==> src/rtl/core/mcmg_pkg.sv <==
// Shared types, constants and reset tables of the multi-channel modulation generator.
package mcmg_pkg;

    localparam int N_CHANNELS = 9;
    localparam int CH_W = 4;
    localparam int AMP_W = 16;
    localparam int SINE_TABLE_DEPTH_DEF = 1024;
    localparam int PERIOD_WIDTH_DEF = 16;

    localparam logic [CH_W-1:0] CH_PUMP_X = 4'd0;
    localparam logic [CH_W-1:0] CH_PUMP_Y = 4'd1;
    localparam logic [CH_W-1:0] CH_FREE_0 = 4'd2;
    localparam logic [CH_W-1:0] CH_FREE_1 = 4'd3;
    localparam logic [CH_W-1:0] CH_BX = 4'd4;
    localparam logic [CH_W-1:0] CH_BY = 4'd5;
    localparam logic [CH_W-1:0] CH_PUMP_0 = 4'd6;
    localparam logic [CH_W-1:0] CH_PUMP_1 = 4'd7;
    localparam logic [CH_W-1:0] CH_TABLE = 4'd8;

    localparam logic [30:0] Q30_ONE = 31'h4000_0000;
    localparam logic [30:0] POLY_C0 = 31'd172272;

    typedef enum logic [1:0] {
        REQ_TICK       = 2'd0,
        REQ_SET_PERIOD = 2'd1,
        REQ_SET_AMP    = 2'd2,
        REQ_ZERO_PHASE = 2'd3
    } req_t;

    function automatic logic [31:0] period_reset(input logic [CH_W-1:0] ch);
        case (ch)
            CH_PUMP_X: period_reset = 32'd4096;
            CH_PUMP_Y: period_reset = 32'd3072;
            CH_FREE_0: period_reset = 32'd47;
            CH_FREE_1: period_reset = 32'd37;
            CH_BX:     period_reset = 32'd1231;
            CH_BY:     period_reset = 32'd1082;
            CH_PUMP_0: period_reset = 32'd1231;
            CH_PUMP_1: period_reset = 32'd1082;
            CH_TABLE:  period_reset = 32'd2560;
            default:   period_reset = 32'd1;
        endcase
    endfunction

    function automatic logic signed [AMP_W-1:0] amp_reset(input logic [CH_W-1:0] ch);
        case (ch)
            CH_FREE_0: amp_reset = 16'sd500;
            CH_FREE_1: amp_reset = 16'sd500;
            default:   amp_reset = 16'sd0;
        endcase
    endfunction

    function automatic logic is_square(input logic [CH_W-1:0] ch);
        case (ch)
            CH_PUMP_X, CH_PUMP_Y, CH_BX, CH_BY, CH_TABLE: is_square = 1'b1;
            default: is_square = 1'b0;
        endcase
    endfunction

    function automatic logic [30:0] poly_coef(input logic [2:0] step);
        case (step)
            3'd1:    poly_coef = 31'd5026995;
            3'd2:    poly_coef = 31'd85569306;
            3'd3:    poly_coef = 31'd693598668;
            3'd4:    poly_coef = 31'd1686629713;
            default: poly_coef = 31'd0;
        endcase
    endfunction

endpackage

==> src/rtl/core/mcmg_sine.sv <==
// Sine unit: serial phase divider and a shared multiplier for the Q30 polynomial.
module mcmg_sine
    import mcmg_pkg::*;
#(
    parameter int PERIOD_WIDTH = PERIOD_WIDTH_DEF,
    parameter int SINE_TABLE_DEPTH = SINE_TABLE_DEPTH_DEF
) (
    input  logic                    clk,
    input  logic                    rst_n,
    input  logic                    start,
    input  logic [PERIOD_WIDTH-1:0] count,
    input  logic [PERIOD_WIDTH-1:0] period,
    output logic                    done,
    output logic signed [31:0]      value
);

    localparam int PW = PERIOD_WIDTH;
    localparam int AW = $clog2(SINE_TABLE_DEPTH);
    localparam int SCW = $clog2(AW + 1);

    typedef enum logic [2:0] {
        S_IDLE,
        S_DIV,
        S_PREP,
        S_MUL,
        S_ACC
    } state_t;

    state_t             state_reg;
    logic [PW:0]        rem_reg;
    logic [PW-1:0]      per_reg;
    logic [AW-1:0]      quo_reg;
    logic [SCW-1:0]     bit_cnt_reg;
    logic [30:0]        u_reg;
    logic [30:0]        u2_reg;
    logic [30:0]        t_reg;
    logic [61:0]        prod_reg;
    logic [2:0]         step_reg;
    logic               neg_reg;
    logic               done_reg;
    logic signed [31:0] value_reg;

    logic [PW:0]   rem_shift;
    logic          rem_ge;
    logic [PW:0]   rem_next;
    logic [1:0]    quad;
    logic [30:0]   u_raw;
    logic [30:0]   u_next;
    logic [30:0]   mul_a;
    logic [30:0]   mul_b;
    logic [31:0]   prod_sh;
    logic [30:0]   s_clamp;

    always_comb
    begin
        rem_shift = {rem_reg[PW-1:0], 1'b0};
        rem_ge = rem_shift >= {1'b0, per_reg};
        rem_next = rem_ge ? (rem_shift - {1'b0, per_reg}) : rem_shift;
        quad = quo_reg[AW-1:AW-2];
        u_raw = 31'({quo_reg[AW-3:0], {(32 - AW){1'b0}}});
        u_next = quad[0] ? (Q30_ONE - u_raw) : u_raw;
        mul_a = (step_reg == 3'd0 || step_reg == 3'd5) ? u_reg : u2_reg;
        mul_b = (step_reg == 3'd0) ? u_reg : t_reg;
        prod_sh = prod_reg[61:30];
        s_clamp = (prod_sh > 32'(Q30_ONE)) ? Q30_ONE : prod_sh[30:0];
    end

    always_ff @(posedge clk or negedge rst_n)
    begin
        if (!rst_n)
        begin
            state_reg <= S_IDLE;
            rem_reg <= '0;
            per_reg <= '0;
            quo_reg <= '0;
            bit_cnt_reg <= '0;
            u_reg <= '0;
            u2_reg <= '0;
            t_reg <= '0;
            prod_reg <= '0;
            step_reg <= '0;
            neg_reg <= 1'b0;
            done_reg <= 1'b0;
            value_reg <= '0;
        end
        else
        begin
            done_reg <= 1'b0;
            case (state_reg)
                S_IDLE:
                begin
                    if (start)
                    begin
                        rem_reg <= {1'b0, count};
                        per_reg <= period;
                        quo_reg <= '0;
                        bit_cnt_reg <= '0;
                        state_reg <= S_DIV;
                    end
                end
                S_DIV:
                begin
                    rem_reg <= rem_next;
                    quo_reg <= {quo_reg[AW-2:0], rem_ge};
                    bit_cnt_reg <= bit_cnt_reg + 1'b1;
                    if (bit_cnt_reg == SCW'(AW - 1))
                    begin
                        state_reg <= S_PREP;
                    end
                end
                S_PREP:
                begin
                    u_reg <= u_next;
                    neg_reg <= quad[1];
                    step_reg <= 3'd0;
                    state_reg <= S_MUL;
                end
                S_MUL:
                begin
                    prod_reg <= 62'(mul_a * mul_b);
                    state_reg <= S_ACC;
                end
                S_ACC:
                begin
                    step_reg <= step_reg + 3'd1;
                    state_reg <= S_MUL;
                    if (step_reg == 3'd0)
                    begin
                        u2_reg <= prod_sh[30:0];
                        t_reg <= POLY_C0;
                    end
                    else if (step_reg == 3'd5)
                    begin
                        value_reg <= neg_reg ? -$signed({1'b0, s_clamp})
                                             : $signed({1'b0, s_clamp});
                        done_reg <= 1'b1;
                        state_reg <= S_IDLE;
                    end
                    else
                    begin
                        t_reg <= 31'({1'b0, poly_coef(step_reg)} - prod_sh);
                    end
                end
                default:
                begin
                    state_reg <= S_IDLE;
                end
            endcase
        end
    end

    assign done = done_reg;
    assign value = value_reg;

endmodule

==> config.mk <==
export PLATFORM = sky130hd
export DESIGN_NAME = mcmg_sine
export DESIGN_NICKNAME = d
export VERILOG_FILES = /design/src/rtl/core/mcmg_pkg.sv /design/src/rtl/core/mcmg_sine.sv
export SDC_FILE = /design/constraint.sdc
export NUM_CORES = 2
export LEC_CHECK = 0
export BUFFER_PORTS_ARGS = -buffer_cell sky130_fd_sc_hd__buf_2
export CAP_MARGIN = 20
export CORE_ASPECT_RATIO = 0.6
export CORE_UTILIZATION = 35
export DETAILED_ROUTE_END_ITERATION = 8
export MAX_ROUTING_LAYER = met4
export PLACE_DENSITY_LB_ADDON = 0.12
export REMOVE_ABC_BUFFERS = 1
export SETUP_SLACK_MARGIN = 0.15
export SYNTH_ARGS = -nofsm -noshare
export SYNTH_HDL_FRONTEND = slang
export SYNTH_SLANG_ARGS = --single-unit
==> constraint.sdc <==
create_clock -name clk -period 24.4 [get_ports clk]
set_clock_uncertainty 0.05 [all_clocks]
set_input_delay 4.88 -clock clk [delete_from_list [all_inputs] [get_ports clk]]
set_output_delay 4.88 -clock clk [all_outputs]
set_load 0.01 [all_outputs]
* Word-level counts from Yosys, hierarchy flattened
Index checks and enable logic that the tools add are counted.
** Word-level totals
- Bits in registers :: 241
- Output and inout port bits :: 33
- Memories kept :: 0
- Bits in writable memories :: 0
- Input port bits :: 35
- Word-level logic and storage cells :: 74
- Bits in read-only memories :: 0
- Bits in latches :: 0
** Operators by class
- Bitwise gates (word level) :: 1
- Multiply operators :: 1
- Add/subtract/negate cells :: 6
- Magnitude comparators :: 2
- Multiplexer cells :: 27
- Shifts and indexed selects :: 0
- Reduce and logical (&&, ||, !) cells :: 11
- Divide/modulo/power cells :: 0
- Eq/ne operators :: 13
** Operators by type and width (count)
- $mux 31 :: 9
- $pmux 31 s4 :: 1
- $mul 31x31->62 :: 1
- $gt 32x31->1 const B :: 1
- $mux 16 :: 2
- $mux 32 :: 1
- $neg 31->32 :: 1
- $pmux 16 s2 :: 1
- $sub 31x30->31 const A :: 1
- $sub 31x31->31 :: 1
- $pmux 10 s2 :: 1
- $ge 17x16->1 :: 1
- $sub 16x16->16 :: 1
- $pmux 3 s5 :: 1
- $eq 3x2->1 const B :: 4
- $mux 10 :: 1
- $reduce_and 2->1 :: 5
- $eq 3x3->1 const B :: 3
- $pmux 4 s2 :: 1
- $eq 3x1->1 const B :: 2
- $logic_not 3->1 :: 2
- $mux 3 :: 2
- $ne 2x2->1 const B :: 3
- $pmux 3 s2 :: 1
- 10 further kinds :: 14

* Depth between registers and ports, before layout
- Depth after elaboration :: 8
- Mapped depth :: 35
- Depth with buffers taken out :: 32

* Worst setup path before layout
Ideal clock, no wire load.
- Path type :: reg-to-reg
- From :: register step_reg[0]
- To :: register prod_reg[52]
- Data required time :: 24.221 ns
- Period minus slack after synthesis :: 8.723 ns
- Path buffers :: 4
- Setup time :: 0.129 ns
- Arrival :: 8.544 ns
- Path slack :: 15.677 ns
- Stages on the path, launching flop included :: 33
- Cells stage by stage :: dfrtp_1 > inv_1 > ha_1 > nor2b_1 > clkbuf_1 > buf_1 > buf_1 > nand2_1 > nand2_1 > clkbuf_1 > nand2_1 > fa_1 > inv_1 > fa_1 > inv_1 > fa_1 > inv_1 > fa_1 > fa_1 > fa_1 > fa_1 > fa_1 > ha_1 > a21o_1 > a21o_1 > a21o_1 > or3_1 > nor3_1 > a211oi_2 > o21ai_1 > o21ai_1 > xnor2_1 > o21ai_1
** On the way
- Cells in the longest elaborated chain, start to end :: 4
- Elaborated cells on any way between the ends :: 6
- Those cells by class :: 1 x mul; 1 x eq/ne; 2 x mux; 2 x reduce/logical
** Ends and longest elaborated chain
- start, declared :: line mcmg_sine.sv:38 : logic [2:0] step_reg;
- start signal, assigned :: line mcmg_sine.sv:125 : step_reg <= step_reg + 3'd1;
- $eq 3x3->1 or $logic_not 3->1 (tied branches) :: line mcmg_sine.sv:62, mcmg_sine.sv:63
- $logic_or 1x1->1 :: line mcmg_sine.sv:62 : mul_a = (step_reg == 3'd0 || step_reg == 3'd5) ? u_reg : u2_reg;
- $mux 31 :: line mcmg_sine.sv:62
- $mul 31x31->62 (*) :: line mcmg_sine.sv:120 : prod_reg <= 62'(mul_a * mul_b);
- end signal, assigned :: line mcmg_sine.sv:120
- end, declared :: line mcmg_sine.sv:37 : logic [61:0] prod_reg;
Mark *: on every way between the ends. The rest lies on a longest branch, timed or not.
A chain may end at the register's enable or synchronous reset.

* Worst setup path after layout
- From :: register step_reg[0]
- To :: register prod_reg[61]
Same word-level chain as after synthesis.

==> flow_summary.ini <==
[route]
drtAntennaViolNets = 0
wl_per_cell_microns = 25.70
drt_wl_total_microns = 157400
first_pass_iters = 5
drc = 0
vias = 32230
vias_per_cell = 5.261
drtIter0Drc = 3247

[global_route]
antenna_found_initial = 6
grt_pass1_wl_microns = 231900
gr-usage-all-layers_pct = 28.40
grt_pass1_vias = 32190
overflow = 0
grt_max_degree = 68

[timing]
min_period_over_period_pct = 41.70
grt_setup_unrepaired = false
tns_ns = 0
setup_violations = 0
worst_pin_slew_ns = 1.099
timing.fmax_mhz = 98.28
min_period_ns = 10.18
finalHoldViolCount = 0
drv_slew = 0
slew_headroom_pct = 26.57

[critical_path]
critPathLaunchType = flip-flop
cp-end-kind = flip-flop
reg2reg_slack_ns = 14.22
cp_max_fo = 39
crit_type = flip-flop to flip-flop
worstPathArrival_ns = 10.53
cp.required_ns = 24.75

[finish]
ff_latch_area_sq_um = 4730
multi_input_area_sq_um = 31780
drive_gt1_share_pct = 6.190
fillers = 11870
final_nets = 5769
syn2layout_area_growth_pct = 7.076

[clock_tree]
cts_setup_buffers = 0
clockBufferDepth = 2
clock-sinks = 189
cts_hold_buf = 0
clock_latency_ns = 0.47
cts_max_level = 4
cts_resized = 0
clockRootBuffer = clkbuf_16
clk_pin_slew_worst_paths_ns = 0.08
cts_tree = done
numCtsBuffers = 17

[floorplan]
io_pins = 68
initial_utilization_pct = 35.34
fp.dieH_microns = 265.4
die_w_microns = 440.9
dieArea_sq_um = 117000
core_sq_um = 114500
fp-row-count = 96

[synth]
yosys.cell_types.count = 84
synth-edff-count = 0
yosys_warnings = 0
ys_ff_latch = 189
synthCells = 4625
synth_area_sq_um = 40460
yosysSeqAreaShare_pct = 11.69
synthArstFlopShare_pct = 100.0
synth.avg_cell_area_sq_um = 8.748
synthFlopType = dfrtp_1

[placement]
hpwlAfterDp_microns = 123300
place.gp.congestion = 0.9997
numPortBuffers = 67

[job]
maxCapViolCount = 0

[worst_hold_path]
holdCritPathClass = flip-flop to flip-flop

[run_status]
status = finished, final reports clean
## through the flow
stage / std cells / worst slack, ns / util (%) / instance area (sq um) / hold slack [ns]
final: 6126 / 14.22 / 37.85 / 43320 / 0.4262
after floorplan: 4401 / 13.28 / - / 39600 / 0.3998
after CTS: 6123 / 14.41 / 37.84 / 43310 / 0.4283
after global routing: 6125 / 13.93 / 37.84 / 43320 / 0.4637
after detailed placement: 6091 / 14.45 / 37.34 / 42740 / 0.4106
after global placement: 6091 / 14.49 / 37.34 / 42740 / 0.4114
## worst max-delay path, stage by stage, from the launching register on
cell and delay [ns]:
dfrtp_1 0.42, inv_1 0.14, ha_1 0.30, nor2b_4 0.26, buf_4 0.55, nand2_1 0.11
nand2_1 0.82, nand2_1 0.18, fa_1 0.57, fa_1 0.50, inv_1 0.05, fa_1 0.68
fa_1 0.56, fa_1 0.57, fa_1 0.44, fa_1 0.51, fa_1 0.42, ha_1 0.45
a21o_1 0.23, a31oi_1 0.46, o22ai_1 0.14, nor3_1 0.20, or3_1 0.20, nand2_1 0.13
a21boi_1 0.37, o21ai_1 0.19, or4_1 0.42, nand3_1 0.08
## cells in the final DEF, fill, tap and decap left out, types with 10 or more instances in the layout
| cell | count |
|---|---|
| nand4_1 | 16 |
| and2_1 | 29 |
| nor2_1 | 581 |
| dfrtp_1 | 189 |
| nor2b_1 | 36 |
| nand2_2 | 13 |
| o21ai_1 | 31 |
| o21ai_0 | 162 |
| inv_1 | 855 |
| a21o_1 | 67 |
| and3_1 | 12 |
| xnor2_1 | 61 |
| or3_1 | 10 |
| mux2_2 | 16 |
| fa_1 | 838 |
| nand3_1 | 47 |
| o31ai_1 | 16 |
| nor3_1 | 14 |
| xor2_1 | 40 |
| ha_1 | 305 |
| buf_2 | 66 |
| mux2i_1 | 19 |
| buf_4 | 104 |
| nand2_1 | 728 |
| a31oi_1 | 16 |
| a211oi_1 | 25 |
| clkbuf_16 | 17 |
| a21oi_1 | 111 |
| nand2b_1 | 11 |
## synth_stat cells (40+ instances only)
library cell  instances  area (sq um)
inv_1               855          3209
fa_1                838         16780
nand2_1             739          2774
nor2_1              581          2181
ha_1                305          3816
clkbuf_1            206         773.2
dfrtp_1             189          4730
o21ai_0             163         815.8
a21oi_1             112         560.5
a21o_1               67         503.0
xnor2_1              61         534.3
nand3_1              48         240.2
nor2b_1              41         256.5
xor2_1               40         350.3
## path summary, 6_finish.rpt
| check | from | endpoint | cells past startpoint |
|---|---|---|---|
| worst min register to register | value[4] | value[4] | 2 |
| min in group asynchronous | rst_n | value[21] | 1 |
| worst max-delay path | step_reg[0] | prod_reg[61] | 27 |
| worst max register to register | step_reg[0] | prod_reg[61] | 27 |
| max in group asynchronous | rst_n | u2_reg[0] | 2 |
| worst min-delay path | value[4] | value[4] | 2 |
## cell families (layout without fill, tap and decap cells)
| kind of cell | Yosys count | after routing | synth area share [%] |
|---|---|---|---|
| compound gates | 531 | 531 | 8.362 |
| xor+xnor | 101 | 101 | 2.186 |
| fa+ha+maj | 1143 | 1143 | 50.90 |
| buf+inv | 1079 | 1058 | 10.05 |
| flops | 189 | 189 | 11.69 |
| mux | 43 | 43 | 1.144 |
| other cells | 0 | 3 | 0 |
| simple gates | 1539 | 1539 | 15.67 |
## area by class of cell
class,count,share of cell area [%]
sequential,189,10.92
clock buffer,19,1.022
clock inverter,13,0.3004
antenna,3,0.01733
timing repair buffer,171,2.596
multi-input combinational,3357,73.35
tap,1519,4.387
inverter,855,7.408
## per-layer routing
metal / track usage (%) / vias to the layer above / wire (microns)
met3: 8.897 / 93 / 18200
met5: - / - / 0
met1: 45.96 / 16640 / 81000
met2: 34.17 / 1470 / 56820
met4: 2.721 / 0 / 1408
li1: - / 14020 / -
Power is not shown: default switching activity piles up to over one toggle a cycle in this logic, so the estimate is an artifact.
