## src/rtl/core/mcmg_ram.sv

```systemverilog
// Generic single-port-write, single-port-read RAM with a registered read.
module mcmg_ram #(
    parameter int WIDTH = 48,
    parameter int DEPTH = 9
) (
    input  logic                     clk,
    input  logic                     we,
    input  logic [$clog2(DEPTH)-1:0] waddr,
    input  logic [WIDTH-1:0]         wdata,
    input  logic                     re,
    input  logic [$clog2(DEPTH)-1:0] raddr,
    output logic [WIDTH-1:0]         rdata
);

    logic [WIDTH-1:0] mem [DEPTH];

    always_ff @(posedge clk)
    begin
        if (we)
        begin
            mem[waddr] <= wdata;
        end
        if (re)
        begin
            rdata <= mem[raddr];
        end
    end

endmodule

```

## config.mk

```make
export PLATFORM = sky130hd
export DESIGN_NAME = mcmg_ram
export DESIGN_NICKNAME = d
export VERILOG_FILES = /design/src/rtl/core/mcmg_ram.sv
export SDC_FILE = /design/constraint.sdc
export NUM_CORES = 1
export LEC_CHECK = 0
export ABC_AREA = 1
export BUFFER_PORTS_ARGS = -buffer_cell sky130_fd_sc_hd__buf_2
export CORE_MARGIN = 1.5
export CORE_UTILIZATION = 61
export CTS_CLUSTER_SIZE = 20
export DETAILED_ROUTE_END_ITERATION = 10
export PLACE_DENSITY = 0.89
export SLEW_MARGIN = 25
export SYNTH_ARGS = -nofsm -noshare
export SYNTH_HDL_FRONTEND = slang
export SYNTH_SLANG_ARGS = --single-unit
```

## constraint.sdc

```tcl
create_clock -name clk -period 3.65 [get_ports clk]
set_input_delay 0.365 -clock clk [delete_from_list [all_inputs] [get_ports clk]]
set_output_delay 0.365 -clock clk [all_outputs]
set_load 0.005 [all_outputs]
```

Yosys cells after proc, flatten, opt, wreduce, memory -nomap -nowiden
Memories as Yosys holds them, arrays and structs flattened. A register that Yosys moved wholly into a read port is not among the register bits. Cells that the tools add are included.

Bits in registers: 0. Bits in writable memories: 432. Output and inout port bits: 48. Logic and storage cells: 3. Memories kept: 1.

Memory list: mem (depth 9, bits a word 48, read ports 1, clocked after memory_dff 1, wr ports 1, line 15) `logic [WIDTH-1:0] mem [DEPTH];`.

Mux-type cells: 2.

Operator list (count): $mux W1 (2).

Logic depth before layout (Yosys ltp)
Gate-level depths: netlist of run 1.

Depth after elaboration: 2. Mapped depth: 9. Mapped depth without buffers: 7.

Least setup slack after synthesis of run 1
No wires, ideal clock.

Path type: input-to-reg. Start point: input waddr[3]. End point: memory mem[0][0], enable pin. Setup time: 0.454 ns. Arrival time: 2.574 ns. Required time: 3.196 ns. Slack: 0.622 ns. Stages: 3. Cells stage by stage: inv_1 nand3_1 nor2_1.

RTL lines: start, declared (line 8) `input logic [$clog2(DEPTH)-1:0] waddr,`; end, declared (line 15).

Straight into the memory's write port.

==> results.ini, run 1 <==
[synth]
synth_seq_cells = 480
synth.area.top_cells = edfxtp_1 74%, nand2_1 11%, nand3_1 7.4%, inv_1 5.6%, buf_2 1.3%
yosys_warnings = 0
synth_fp_nets = 1798
avgSynthCellArea_um2 = 11.3
synth_top_area_share_pct = 73.5
synth_cells = 1739
netlist_area_mm2 = 0.0196
synth.distinct_cells = 10
yosys.area.top_type = edfxtp_1
synth.yosys.seq_area_share_pct = 73.5

[job]
max_cap_violations = 0

[power_and_ir_drop]
p_per_area_mw_per_mm2 = 528
leakage_nw = 9.31
p_total_mw = 11.6
peakVddDrop_uv = 479

[hold_path]
min_path_type = in -> reg

[grt]
grt.overflow.total = 0
grt_pass1_vias = 13300
grt_use_total_pct = 28.4
grt_pass1_wl_um = 71500
grt_antenna_before_repair = 3
grt_max_degree = 123

[timing]
setup-violations-final = 0
final_max_slew_viol_count = 0
relSlewSlack_pct = 31.9
fmax_ghz = 0.502
hold_viol = 0
min_period_over_period_pct = 54.5
tightest_slew_ns = 1.02
fin_skew_ns = 0.0195
rsz0062_at_grt = no
post-route-min-period_ns = 1.99
fin_setup_tns_ns = 0

[clock_network]
cts_tree = yes
cts.clk_slew.worst_paths_ns = 0.06
h-tree-depth = 2
cts.path.max_buffers = 3
insertion_delay_ns = 0.56
clkSinkCount = 480
ctsRootBufferMaster = clkbuf_16
post_cts_buffers = 0
cts_resized = 0
cts_buffers = 47
cts_hold_buf = 0

[placement]
dpl.hpwl_um = 25100
dp.cells = 2190
numPortBuffers = 106
placed_area_mm2 = 0.0205
globalplace.congestion = 0.824

[worst_setup_path]
startpoint_type = primary input
timing.rr.start = mem[3][44]
critPathMaxFanout = 122
cp_num_cells = 8
path_buf_inv = 3
rrSetupSlack_ns = 2.35
reg2reg_to = rdata[44]
cp_top_family = buffers and inverters
worstPathCellList = buf_6 > inv_6 > buf_4 > nand2_1 > nand3_1 > nand3_1 > nand3_1 > nand2_1
crit_slowest_cell = inv_6
slowest_delay_ns = 0.69
startpoint = raddr[0]
worst_setup_path_end_kind = flip-flop
cp_common_cell = nand3_1
required_ns = 3.96
endpoint = rdata[4]
reg2reg_depth = 6
cp_data_arrival_time_ns = 2.30
worst-setup-path-type = in -> reg

[final_layout]
syn2layout_area_growth_pct = 12.4
final_cells = 2275
stdcell_area_mm2 = 0.0220
nets = 1896
final_util_pct = 69.7
drive_gt1_share_pct = 11.3

[drt]
drc = 0
num_vias = 13100
drtPass1Iterations = 6
route.antenna.remaining_nets = 0
drt_iter0_drc = 1820
routedWlPerCell_um = 20.3
viasPerCell = 5.74
routed_wirelength_um = 46300

[outcome]
status = complete, no violations

[floorplan]
num_rows = 65
ios = 107
core_mm2 = 0.0316
start_util_pct = 62.0
die-area_mm2 = 0.0332
die_w_um = 182
die_y_um = 182

-- worst reg2reg max path: cells and delay by family, from the launching register on --
family | cells | cell delay, ns
simple gates | 5 | 0.54
flops | 1 | 0.43
buf+inv | 1 | 0.09
-- through the flow --
| stage | setup WS [ns] | hold slack (ns) |
|---|---|---|
| 5_1_grt | 1.58 | 0.0970 |
| 3_3_place_gp | 1.28 | 0.496 |
| 2_1_floorplan | 0.622 | 0.464 |
| 3_5_place_dp | 1.18 | 0.503 |
| 4_1_cts | 1.76 | 0.0773 |
| 6_report | 1.66 | 0.0921 |
-- cell usage after synthesis --
cell	instances
nand2_1	580
nand3_1	291
buf_2	49
clkbuf_1	16
buf_1	6
inv_1	294
nor2_1	9
buf_4	12
inv_2	2
edfxtp_1	480
-- layer usage --
metal	vias up	share of wire, %	GRT usage, %
met5	-	0	0
met1	6119	35	34.9
met4	0	4.6	13.4
li1	5864	-	-
met2	908	51	49.4
met3	171	10	4.87
-- cell usage in the layout, fill, tap and decap left out, drive strengths merged --
cell	n
buf	132
edfxtp	480
inv	297
bufinv	4
nor2	9
clkbuf	57
nand3	291
clkinv	18
clkinvlp	3
nand2	580
diode	2
-- registers in the layout, indices dropped and copies added (netlist names) --
name / flops
mem: 432
rdata: 48
-- worst min-delay path by stage --
stage | to | from | cells past startpoint | slack, ns
2_1_floorplan | mem[0][0] | wdata[0] | 0 | 0.46
3_3_place_gp | rdata[46] | mem[8][46] | 2 | 0.50
3_5_place_dp | rdata[14] | mem[8][14] | 2 | 0.50
4_1_cts | mem[5][45] | wdata[45] | 1 | 0.08
5_1_grt | mem[8][46] | wdata[46] | 1 | 0.1
6_report | mem[5][46] | wdata[46] | 1 | 0.09
-- logic make-up (layout without fill, tap and decap cells) --
family | Yosys count | in the layout | share of synthesized area (%)
simple gates | 880 | 880 | 18.7
flops | 480 | 480 | 73.5
buf+inv | 379 | 511 | 7.80
other cells | 0 | 2 | 0
-- where the power goes --
group          switching (mW)  internal [mW]  leakage [nW]  total, mW
Combinational           0.481          0.185          4.21      0.666
Sequential             0.0408           6.22          4.38       6.26
Clock                    2.02           2.69         0.720       4.71
-- area by class of cell --
cell class,count,area [um^2]
Antenna cell,2,5.00
Tap cell,402,503
Clock buffer,57,1230
Clock inverter,26,249
Timing Repair Buffer,132,774
Sequential cell,480,14400
Inverter,296,1120
Fill cell,1940,9600
Multi-Input combinational cell,880,3730
Power figures use the tool's default switching activity.
==> run 2, diff against run 1 <==
==> constraint.sdc (replaced) <==
create_clock -name clk -period 1.95 [get_ports clk]
set_input_delay 0.195 -clock clk [delete_from_list [all_inputs] [get_ports clk]]
set_output_delay 0.195 -clock clk [all_outputs]
set_load 0.005 [all_outputs]
==> run 2 against run 1 <==
Against the previous run: clock skew grew 0.0087 ns; highest routed layer unchanged; first-iteration DRC count shrank 5.1%; clock-buffer cell count grew 7; routed wire length grew 4.0%; register-to-register slack lost 1.7 ns; power grew 84%; worst setup slack lost 1.1 ns; critical path type is now reg -> out; final cell count grew 2.6%; via count grew 3.4%; die area is the same.
==> results.ini, run 2 (synthesis results as in run 1) <==
[drt]
viasPerCell = 5.78
drc = 0
route.met3.wl_um = 4740
route.antenna.remaining_nets = 0
drt-met1-wl_um = 16500
routed_wirelength_um = 48100
wl_met2_um = 24900
drt_iter0_drc = 1728
routedWlPerCell_um = 20.6
routed.top_layer = met4
num_vias = 13500
drtPass1Iterations = 6

[power_and_ir_drop]
p_total_mw = 21.4
peakVddDrop_uv = 646
switching_power_mw = 4.78
p_per_area_mw_per_mm2 = 942
power_frac_seq_pct = 54.8
combinationalPowerShare_pct = 6.5
power.clock.fraction_pct = 38.7
swShare_pct = 22.3
p_int_mw = 16.6
leakage_nw = 9.59

[floorplan]
core_mm2 = 0.0316
die_y_um = 182
ios = 107
die-area_mm2 = 0.0332
die_w_um = 182
num_rows = 65
start_util_pct = 62.0

[placement]
numPortBuffers = 106
dpl.hpwl_um = 25800
globalplace.congestion = 0.768

[worst_setup_path]
cp_top_family = flip-flops
endpoint = rdata[16]
worst_setup_path_end_kind = output pin
cp_data_arrival_time_ns = 1.17
critPathMaxFanout = 1
worstPathCellList = buf_2
crit_slowest_cell = edfxtp_1
startpoint = rdata[16]
cp_num_cells = 1
worst-setup-path-type = reg -> out
timing.rr.start = mem[7][0]
rrSetupSlack_ns = 0.64
path_buf_inv = 1
slowest_delay_ns = 0.44
reg2reg_depth = 6
required_ns = 1.75
reg2reg_to = rdata[0]
startpoint_type = flip-flop

[clock_network]
clkSinkCount = 480
cts_resized = 0
insertion_delay_ns = 0.57
cts.path.max_buffers = 3
cts_tree = yes
cts_buffers = 46
cts.clk_slew.worst_paths_ns = 0.06
h-tree-depth = 2
ctsRootBufferMaster = clkbuf_16

[hold_path]
min_path_type = in -> reg

[grt]
grt_pass1_wl_um = 74300
grt_max_degree = 97
grt_antenna_before_repair = 0
grt_use_total_pct = 29.4
grt_pass1_vias = 14000
grt.overflow.total = 0

[timing]
hold_viol = 0
setup-violations-final = 0
post-route-min-period_ns = 1.36
relSlewSlack_pct = 51.1
fin_skew_ns = 0.0282
holdWs_ns = 0.175
rsz0062_at_grt = no
tightest_slew_ns = 0.733
fmax_ghz = 0.734
fin_setup_tns_ns = 0
final_max_slew_viol_count = 0
min_period_over_period_pct = 69.9

[job]
max_cap_violations = 0

[final_layout]
drive_gt1_share_pct = 11.2
final_common_cell = nand2_1
largest_register_ffs = 432
fill_cells = 1815
diodes = 0
regMostFlops = mem
reg_top3 = mem: 432 flops, rdata: 48 flops
nets = 1957
layout_common_cells = 580 x nand2_1, 480 x edfxtp_1, 292 x inv_1
final_util_pct = 71.7
syn2layout_area_growth_pct = 15.7

[outcome]
status = complete, no violations

==> run 2: cell types whose count changed in the layout (fill, tap and decap cells not counted), sizes merged <==
cell / change
clkinvlp: -3
buf: +14
diode: -2
clkbuf: +7
inv: -1
dlygate4sd3: +48
bufinv: -3
==> run 2: worst min-delay path by stage <==
stage	from	end	depth (start not counted)
2_1_floorplan	wdata[0]	mem[0][0]	0
3_3_place_gp	wdata[46]	mem[8][46]	1
3_5_place_dp	wdata[16]	mem[2][16]	1
4_1_cts	re	rdata[16]	2
5_1_grt	re	rdata[22]	2
6_report	re	rdata[16]	2
==> run 2: per-stage QoR <==
step | area (um^2) | std cells | setup WS [ns]
after detailed placement | 20900 | 2204 | 0.319
after floorplan | 19600 | 1739 | -0.177
after global placement | 20900 | 2204 | 0.358
final | 22700 | 2335 | 0.587
after CTS | 22700 | 2335 | 0.569
after global routing | 22700 | 2335 | 0.575
==> run 2: power groups by stage <==
stage,Clock [mW],Sequential [mW],Combinational (mW)
2_1_floorplan,0,11.9,0.678
3_3_place_gp,0,11.9,1.18
3_5_place_dp,0,11.9,1.26
4_1_cts,8.25,11.7,1.36
5_1_grt,8.70,11.7,1.51
6_report,8.27,11.7,1.40
==> run 2: layout make-up <==
cell class                      instances  area [um^2]  area share, %
Sequential cell                       480        14400           63.5
Inverter                              296         1120           4.92
Timing Repair Buffer                  194         1570           6.92
Tap cell                              402          503           2.22
Clock buffer                           64         1220           5.37
Multi-Input combinational cell        880         3730           16.5
Clock inverter                         19          140          0.617
==> run 2: timing repair <==
item	4_1_cts	5_1_grt
endpoints found under the setup margin	0	0
hold buffers	48	0
buffers inserted	0	0
hold endpoints to repair	421	0
==> run 2: routing by layer <==
metal	vias to the layer above	track usage [%]
li1	5995	-
met1	6359	35.2
met2	973	51.3
met3	177	5.15
met4	0	15.3
met5	-	0
==> run 3, diff against run 2 <==
--- a/config.mk
+++ b/config.mk
@@ -5,13 +5,13 @@
 export SDC_FILE = /design/constraint.sdc
 export NUM_CORES = 1
 export LEC_CHECK = 0
-export ABC_AREA = 1
+export ABC_AREA = 0
 export BUFFER_PORTS_ARGS = -buffer_cell sky130_fd_sc_hd__buf_2
 export CORE_MARGIN = 1.5
-export CORE_UTILIZATION = 61
+export CORE_UTILIZATION = 60
 export CTS_CLUSTER_SIZE = 20
 export DETAILED_ROUTE_END_ITERATION = 10
-export PLACE_DENSITY = 0.89
+export PLACE_DENSITY = 0.88
 export SLEW_MARGIN = 25
 export SYNTH_ARGS = -nofsm -noshare
 export SYNTH_HDL_FRONTEND = slang
==> constraint.sdc (replaced) <==
create_clock -name clk -period 1.3 [get_ports clk]
set_input_delay 0.13 -clock clk [delete_from_list [all_inputs] [get_ports clk]]
set_output_delay 0.13 -clock clk [all_outputs]
set_load 0.005 [all_outputs]
==> run 3 against run 2 <==
Against the previous run: the flow now finishes with violations (negative setup slack); hold slack got worse by 0.070 ns; power is 51% higher; sequential power increased by 50%; via count decreased by 26%; area after synthesis fell by 6.1%; worst setup slack worse by 0.59 ns; routed wire length is 14% lower; critical endpoint is now rdata[15]; largest power group unchanged.
==> results.ini, run 3 <==
[final_layout]
final_cells = 1583
syn2layout_area_growth_pct = 21.0
nets = 1219
final_common_cell = edfxtp_1
reg_top3 = mem: 432 flops, rdata: 48 flops
drive_gt1_share_pct = 35.2
regMostFlops = mem
largest_register_ffs = 432
layout_common_cells = 480 x edfxtp_1, 104 x buf_2, 96 x mux2i_1
final_util_pct = 74.4

[drt]
viasPerCell = 6.30
drt_iter0_drc = 1103
routed_wirelength_um = 41500
drtPass1Iterations = 5
route.antenna.remaining_nets = 0
num_vias = 9969
routedWlPerCell_um = 26.2
drc = 0

[synth]
netlist_area_mm2 = 0.0184
synth-compound-area-share_pct = 7.09
synth_seq_cells = 480
synth_cells = 936
synth_top_family_by_area = multiplexers
yosys.area.top_type = edfxtp_1
muxShareOfSynthArea_pct = 11.1
synth_simple_gate_area_share_pct = 1.50
avgSynthCellArea_um2 = 19.7
dominantRegCellSynth = edfxtp_1
synth.area.top_cells = edfxtp_1 78%, mux2i_1 5.2%, mux2_2 5.0%, o31ai_2 3.1%, a22o_1 2.3%
yosys_warnings = 0
synth_xor_area_share_pct = 0
synth_top_area_share_pct = 78.3
yosys-top-cells-count = 480 x edfxtp_1, 96 x mux2i_1, 82 x mux2_2
yosysMostFrequentCell = edfxtp_1
synthAdderAreaFrac_pct = 0
synthArstFlopShare_pct = 0
synth_edf_count = 480
synth.yosys.seq_area_share_pct = 78.3
synth_fp_nets = 995
synth.distinct_cells = 23

[clock_network]
cts_buffers = 46
clkSinkCount = 480
cts.path.max_buffers = 3
ctsRootBufferMaster = clkbuf_16
insertion_delay_ns = 0.55
cts.clk_slew.worst_paths_ns = 0.07
h-tree-depth = 2
cts_tree = yes

[placement]
numPortBuffers = 106
globalplace.congestion = 0.740
dp.cells = 1455
dpl.hpwl_um = 22600

[worst_setup_path]
endpoint = rdata[15]
required_ns = 1.59
worst_setup_path_end_kind = flip-flop
timing.rr.start = mem[0][15]
rrSetupSlack_ns = -0.005
critPathMaxFanout = 1
startpoint_type = flip-flop
reg2reg_to = rdata[15]
reg2reg_depth = 3
worst-setup-path-type = reg -> reg
cp_data_arrival_time_ns = 1.59
startpoint = mem[0][15]

[floorplan]
ios = 107
num_rows = 63
die_w_um = 178
core_mm2 = 0.0300
die-area_mm2 = 0.0317
start_util_pct = 61.5
die_y_um = 178

[power_and_ir_drop]
p_per_area_mw_per_mm2 = 1450
peakVddDrop_uv = 1100
leakage_nw = 7.79

[grt]
grt_max_degree = 49
grt_pass1_wl_um = 63100
grt.overflow.total = 0
grt_antenna_before_repair = 1
grt_use_total_pct = 27.2
grt_pass1_vias = 10400

[timing]
tightest_slew_ns = 0.315
post-route-min-period_ns = 1.31
relSlewSlack_pct = 78.4
fin_skew_ns = 0.0147
fin_setup_tns_ns = -0.00546
final_max_slew_viol_count = 0
fmax_ghz = 0.766
setup_ws_ns = -0.00546
hold_viol = 0
min_period_over_period_pct = 100
rsz0062_at_grt = no
setup-violations-final = 1

[outcome]
status = finished with violations
violations = negative setup slack

[job]
max_cap_violations = 0

[hold_path]
min_path_type = in -> reg

-- run 3: cells by family (layout without fill, tap and decap cells) --
kind of cell | count (synthesis) | after routing
flip-flops | 480 | 480
multiplexers | 192 | 192
AO/OA/AOI/OAI | 144 | 144
AND/OR/NAND/NOR | 67 | 67
buffers and inverters | 53 | 309
other | 0 | 1
-- run 3: worst min-delay path by stage --
stage,start,to,cells after the start
after CTS,raddr[3],rdata[34],3
after global routing,raddr[3],rdata[34],2
after global placement,wdata[22],mem[4][22],1
after floorplan,wdata[0],mem[0][0],0
after detailed placement,wdata[0],mem[0][0],1
final,raddr[3],rdata[36],2
-- run 3: final cells by class --
type	count	area (um^2)
sequential	480	14400
fill	1579	7670
multi-input combinational	403	4010
timing repair buffer	229	2000
clock buffer	60	1220
tap	390	488
clock inverter	20	145
antenna	1	2.50
-- run 3: critical path, stage by stage (launching register included) --
cell and delay (ns):
edfxtp_1 0.45, mux2i_1 0.30, a22o_1 0.22, o31ai_2 0.06
-- run 3: metal layers --
metal | vias to the layer above | global-route usage (%) | share of wire, %
met5 | - | 0 | 0
met4 | 0 | 9.41 | 2.7
met3 | 80 | 4.18 | 8.8
met2 | 612 | 45.2 | 50
met1 | 5044 | 37.1 | 39
li1 | 4233 | - | -
-- run 3: repair_timing --
item | CTS | global route
setup endpoints to repair | 1 | 0
endpoints found under the hold margin | 432 | 0
resized for setup | 2 | 0
hold buffers | 48 | 0
setup buffers | 0 | 0
-- run 3: power breakdown --
group / internal (mW) / total [mW] / leakage, nW / switching (mW)
sequential: 17.5 / 17.6 / 4.38 / 0.115
clock: 7.01 / 12.5 / 0.671 / 5.48
combinational: 0.950 / 2.14 / 2.74 / 1.19
-- run 3: through the flow --
stage | worst slack [ns] | power, mW | hold slack [ns] | instance area, um^2
after detailed placement | -0.255 | 19.8 | 0.415 | 20400
after floorplan | -0.919 | 19.0 | 0.229 | 18800
after global placement | -0.218 | 19.7 | 0.406 | 20400
final | -0.00546 | 32.2 | 0.105 | 22300
after global routing | 0.0136 | 33.0 | 0.0981 | 22300
after CTS | 0.0161 | 32.2 | 0.0702 | 22300
